--- src/sv/btff_pkg.sv ---
// Package: shared types and constants for the boundary-tag allocator.
`default_nettype none
package btff_pkg;
  localparam logic [1:0] MODE_ALLOC = 2'd0;
  localparam logic [1:0] MODE_FREE  = 2'd1;
  localparam logic [1:0] MODE_INIT  = 2'd2;
  localparam logic [1:0] MODE_NONE  = 2'd3;

  localparam logic [1:0] ST_OK      = 2'd0;
  localparam logic [1:0] ST_ZERO    = 2'd1;
  localparam logic [1:0] ST_NOMEM   = 2'd2;
  localparam logic [1:0] ST_NOINIT  = 2'd3;

  localparam logic CFG_CHUNK = 1'b0;
  localparam logic CFG_LIMIT = 1'b1;

  localparam int REQ_W  = 17;
  localparam int ADDR_W = 16;

  // Classified item handed from front to back.
  typedef struct packed {
    logic [1:0]  mode;
    logic [16:0] req;
    logic [15:0] fa;
  } btff_cmd_t;
endpackage
`default_nettype wire

--- src/sv/btff_if.sv ---
// Interfaces: request and result channels.
`default_nettype none
interface btff_req_if;
  logic        valid;
  logic        ready;
  logic [1:0]  mode;
  logic [16:0] request_size;
  logic [15:0] free_address;
  modport source (output valid, mode, request_size, free_address, input ready);
  modport sink (input valid, mode, request_size, free_address, output ready);
endinterface

`default_nettype wire

--- src/sv/btff_front.sv ---
// Front end: accepts requests and queues them for the executor.
`default_nettype none
module btff_front (
  input  wire logic                  clk,
  input  wire logic                  rst,
  btff_req_if.sink                   req,
  output logic                       cmd_valid,
  output btff_pkg::btff_cmd_t        cmd,
  input  wire logic                  cmd_take
);
  import btff_pkg::*;

  // Two-entry queue
  btff_cmd_t q [2];
  logic      wptr, rptr;
  logic [1:0] count;

  assign req.ready = (count != 2'd2);
  assign cmd_valid = (count != 2'd0);
  assign cmd       = q[rptr];

  always_ff @(posedge clk) begin
    if (req.valid && req.ready) begin
      q[wptr] <= '{mode: req.mode, req: req.request_size, fa: req.free_address};
    end
  end

  always_ff @(posedge clk) begin
    if (rst) begin
      wptr <= 1'b0;
      rptr <= 1'b0;
      count <= 2'd0;
    end else begin
      if (req.valid && req.ready) wptr <= ~wptr;
      if (cmd_take && cmd_valid) rptr <= ~rptr;
      count <= count + {1'b0, req.valid && req.ready} - {1'b0, cmd_take && cmd_valid};
    end
  end
endmodule
`default_nettype wire

--- src/flat_wrapper.sv ---
// flat-port wrapper written by rule: the top's interface ports become plain ports
module btff_front_flat import btff_pkg::*;
  (clk, rst, cmd_valid, cmd, cmd_take, req_valid, req_mode, req_request_size, req_free_address, req_ready);
  btff_req_if req_i ();
  input  wire logic clk;
  input  wire logic rst;
  output logic cmd_valid;
  output btff_pkg::btff_cmd_t cmd;
  input  wire logic cmd_take;
  input wire logic [$bits(req_i.valid)-1:0] req_valid;
  input wire logic [$bits(req_i.mode)-1:0] req_mode;
  input wire logic [$bits(req_i.request_size)-1:0] req_request_size;
  input wire logic [$bits(req_i.free_address)-1:0] req_free_address;
  output wire logic [$bits(req_i.ready)-1:0] req_ready;
  assign req_i.valid = req_valid;
  assign req_i.mode = req_mode;
  assign req_i.request_size = req_request_size;
  assign req_i.free_address = req_free_address;
  assign req_ready = req_i.ready;
  btff_front u_core (.clk(clk), .rst(rst), .req(req_i), .cmd_valid(cmd_valid), .cmd(cmd), .cmd_take(cmd_take));
endmodule
--- config.mk ---
export PLATFORM = sky130hd
export DESIGN_NAME = btff_front_flat
export DESIGN_NICKNAME = d
export VERILOG_FILES = /design/src/sv/btff_pkg.sv /design/src/sv/btff_if.sv /design/src/sv/btff_front.sv /design/src/flat_wrapper.sv
export SDC_FILE = /design/constraint.sdc
export NUM_CORES = 1
export LEC_CHECK = 0
export ABC_AREA = 1
export BUFFER_PORTS_ARGS = -buffer_cell sky130_fd_sc_hd__buf_2
export CORE_ASPECT_RATIO = 1.1
export CORE_MARGIN = 2
export CORE_UTILIZATION = 40
export DETAILED_ROUTE_END_ITERATION = 12
export HOLD_SLACK_MARGIN = 0.02
export SLEW_MARGIN = 25
export SYNTH_ARGS = -nofsm -noshare
export SYNTH_HDL_FRONTEND = slang
export SYNTH_SLANG_ARGS = --single-unit
--- constraint.sdc ---
create_clock -name clk -period 4.4 [get_ports clk]
set_input_delay 0.22 -clock clk [delete_from_list [all_inputs] [get_ports clk]]
set_output_delay 0.22 -clock clk [all_outputs]
set_load 0.01 [all_outputs]
==> impl_metrics.toml <==
[worst_hold_path]
hold_path_class = "input pin to flip-flop"

[floorplan]
die_h_um = 93.7
design.core.area_um2 = 7050
start_util_pct = 41.5
die_w_um = 85.6
fp.dieArea_um2 = 8020
num_io_pins = 76
rows = 32

[critical_path]
worstPathCellList = "buf_4 -> mux2_2 -> buf_2"
worst_ep_required_time_ns = 4.18
path_max_fanout = 19
cp-start-kind = "flip-flop"
cp_top_family = "flip-flops"
critical_path_class = "flip-flop to primary output"
worst-endpoint-arrival_ns = 1.95
worst_path_max_delay_cell = "dfxtp_2"
slowest_delay_ns = 0.67
endpoint_kind = "primary output"
crit_buf_inv = 2

[global_route]
antenna_found_initial = 0
grt_start_max_net_pins = 36
grt_usage_pct = 12.3
gr-total-overflow = 0
grt_pass1_wl_mm = 7.25
grt_pass1_vias = 1536

[clock_tree]
cts.sinks = 75
numCtsBuffers = 9
clock_latency_ns = 0.33
clockBufferDepth = 2
cts_tree = "yes"
path_clk_slew_ns = 0.07
post_cts_buffers = 0
cts_resized = 0
holdBufCountCts = 0
htreeDepth = 3
cts_root_buf = "clkbuf_8"

[flow_run]
drv_cap = 0

[logic_synthesis]
syn_inst = 147
synth_seq_cells = 75
synth_ff_type = "edfxtp_1"
synth-async-reset-ratio_pct = 0
syn_avg_cell_area_um2 = 19.9
syn_area_um2 = 2930
synth_nets = 188
synth_top_area_share_pct = 71.8
ys_top_cells_by_count = "70 x edfxtp_1, 30 x mux2_4, 9 x inv_1, 9 x nor2_1, 8 x nand2_1"
yosysUniqueCellTypes = 12
yosys_warnings = 0
synthTopCellsByArea = "edfxtp_1 72%, mux2_4 15%, dfxtp_1 3.4%"
yosysMostFrequentCell = "edfxtp_1"
seq_area_frac_synth_pct = 75.2
synth_top_area_cell = "edfxtp_1"
synth_edf_count = 70

[placement]
placed_cell_area_um2 = 3360
dp_hpwl_mm = 3.29
gp_congestion = 0.759
dp.cells = 305
io_buffer_count = 75

[finish]
drive_gt1_share_pct = 54.0
num_antenna_cells = 0
num-nets-final = 273
fillers = 621
fin_cells = 322
area_growth_pct = 22.1
design_area_um2 = 3570

[timing]
skew_ns = 0.00719
setup_viol = 0
tightest_slew_ns = 0.593
slew_headroom_pct = 60.4
maxSlewViolCount = 0
rsz0062_at_grt = "no"
period_share_pct = 49.4
hold_viol_final = 0
fin_crit_ns = 2.17
finalSetupTns_ns = 0
fmax_ghz = 0.460

[routing]
drcViolationCount = 0
vias = 1517
finalWirelength_mm = 4.78
dr.pass1.iters = 4
postRouteAntennaNets = 0
avgRoutedWirePerCell_um = 14.9
vias_per_cell = 4.71
first_iter_violations = 89

[power_and_ir_drop]
irDropWorstVdd_mv = 0.355
power_density_nw_per_um2 = 553
p_leak_nw = 1.45

[status]
run_status = "finished clean"
-- registers in the layout, summed over array words and instances, names as in the netlist, named ones only --
name and flops:
u_core.count 2, u_core.q 70, u_core.rptr 1, u_core.wptr 1
-- cells by family after synthesis --
family	share of synthesized area, %
AOI/OAI and AO/OA	0.342
adders and majority gates	0.855
buffers and inverters	3.59
DFF	75.2
muxes	17.3
and+or+nand+nor	2.69
-- worst paths after layout --
path	start	endpoint	slack [ns]	cells after the start
worst min-delay path	rst	u_core.count[0]	0.06	2
worst max-delay path	flip-flop	cmd[3]	2.23	3
worst max register to register	u_core.count[0]	u_core.q[1][9]	2.60	5
worst min register to register	u_core.rptr	u_core.rptr	0.53	2
-- report_power, final --
group	leakage, nW	internal (mW)	switching (mW)
Clock	0.0951	0.257	0.231
Sequential	0.695	0.911	0.0530
Combinational	0.662	0.270	0.253
-- metal layers --
metal / routed length (um) / vias up / share of wire (%) / track usage [%]
met1: 1920 / 742 / 40 / 13.9
li1: - / 718 / - / -
met3: 238 / 11 / 5.0 / 3.16
met5: 0 / - / 0 / 0
met4: 110 / 0 / 2.3 / 7.28
met2: 2510 / 46 / 52 / 20.8
-- final cells by class --
cell class	instances	area (um2)	area share [%]
sequential	75	2200	61.7
multi-input combinational	59	628	17.6
timing repair buffer	78	418	11.7
clock buffer	10	128	3.57
tap	85	106	2.98
clock inverter	6	56.3	1.58
inverter	9	33.8	0.945
-- cells in the final DEF (no fill, tap or decap), types with 2 or more instances in the layout --
cell type	synthesis	routed
nor2_1	9	8
clkbuf_8	0	9
buf_2	0	75
edfxtp_1	70	70
buf_4	0	2
clkinv_2	0	2
a21oi_1	2	2
nand2_1	8	8
inv_1	9	9
mux2_2	5	5
ha_1	2	2
mux2_4	30	30
clkinv_1	0	2
nand3_1	3	3
dfxtp_1	5	4
-- worst reg2reg max path, delay by kind of cell (launching register included) --
family	cells	cell delay [ns]
simple gates	2	0.22
flops	1	0.33
buf+inv	3	0.93
-- through the flow --
| stage | worst slack [ns] | utilization, % | power (mW) | hold slack, ns |
|---|---|---|---|---|
| after floorplan | 1.89 | - | 1.35 | 0.291 |
| after global placement | 2.54 | 47.7 | 1.49 | 0.393 |
| after detailed placement | 2.51 | 47.7 | 1.50 | 0.397 |
| after CTS | 2.16 | 50.3 | 1.99 | 0.0382 |
| after global routing | 2.10 | 50.7 | 2.08 | 0.0575 |
| final | 2.23 | 50.7 | 1.98 | 0.0569 |
(Power assumes the default switching activity.)
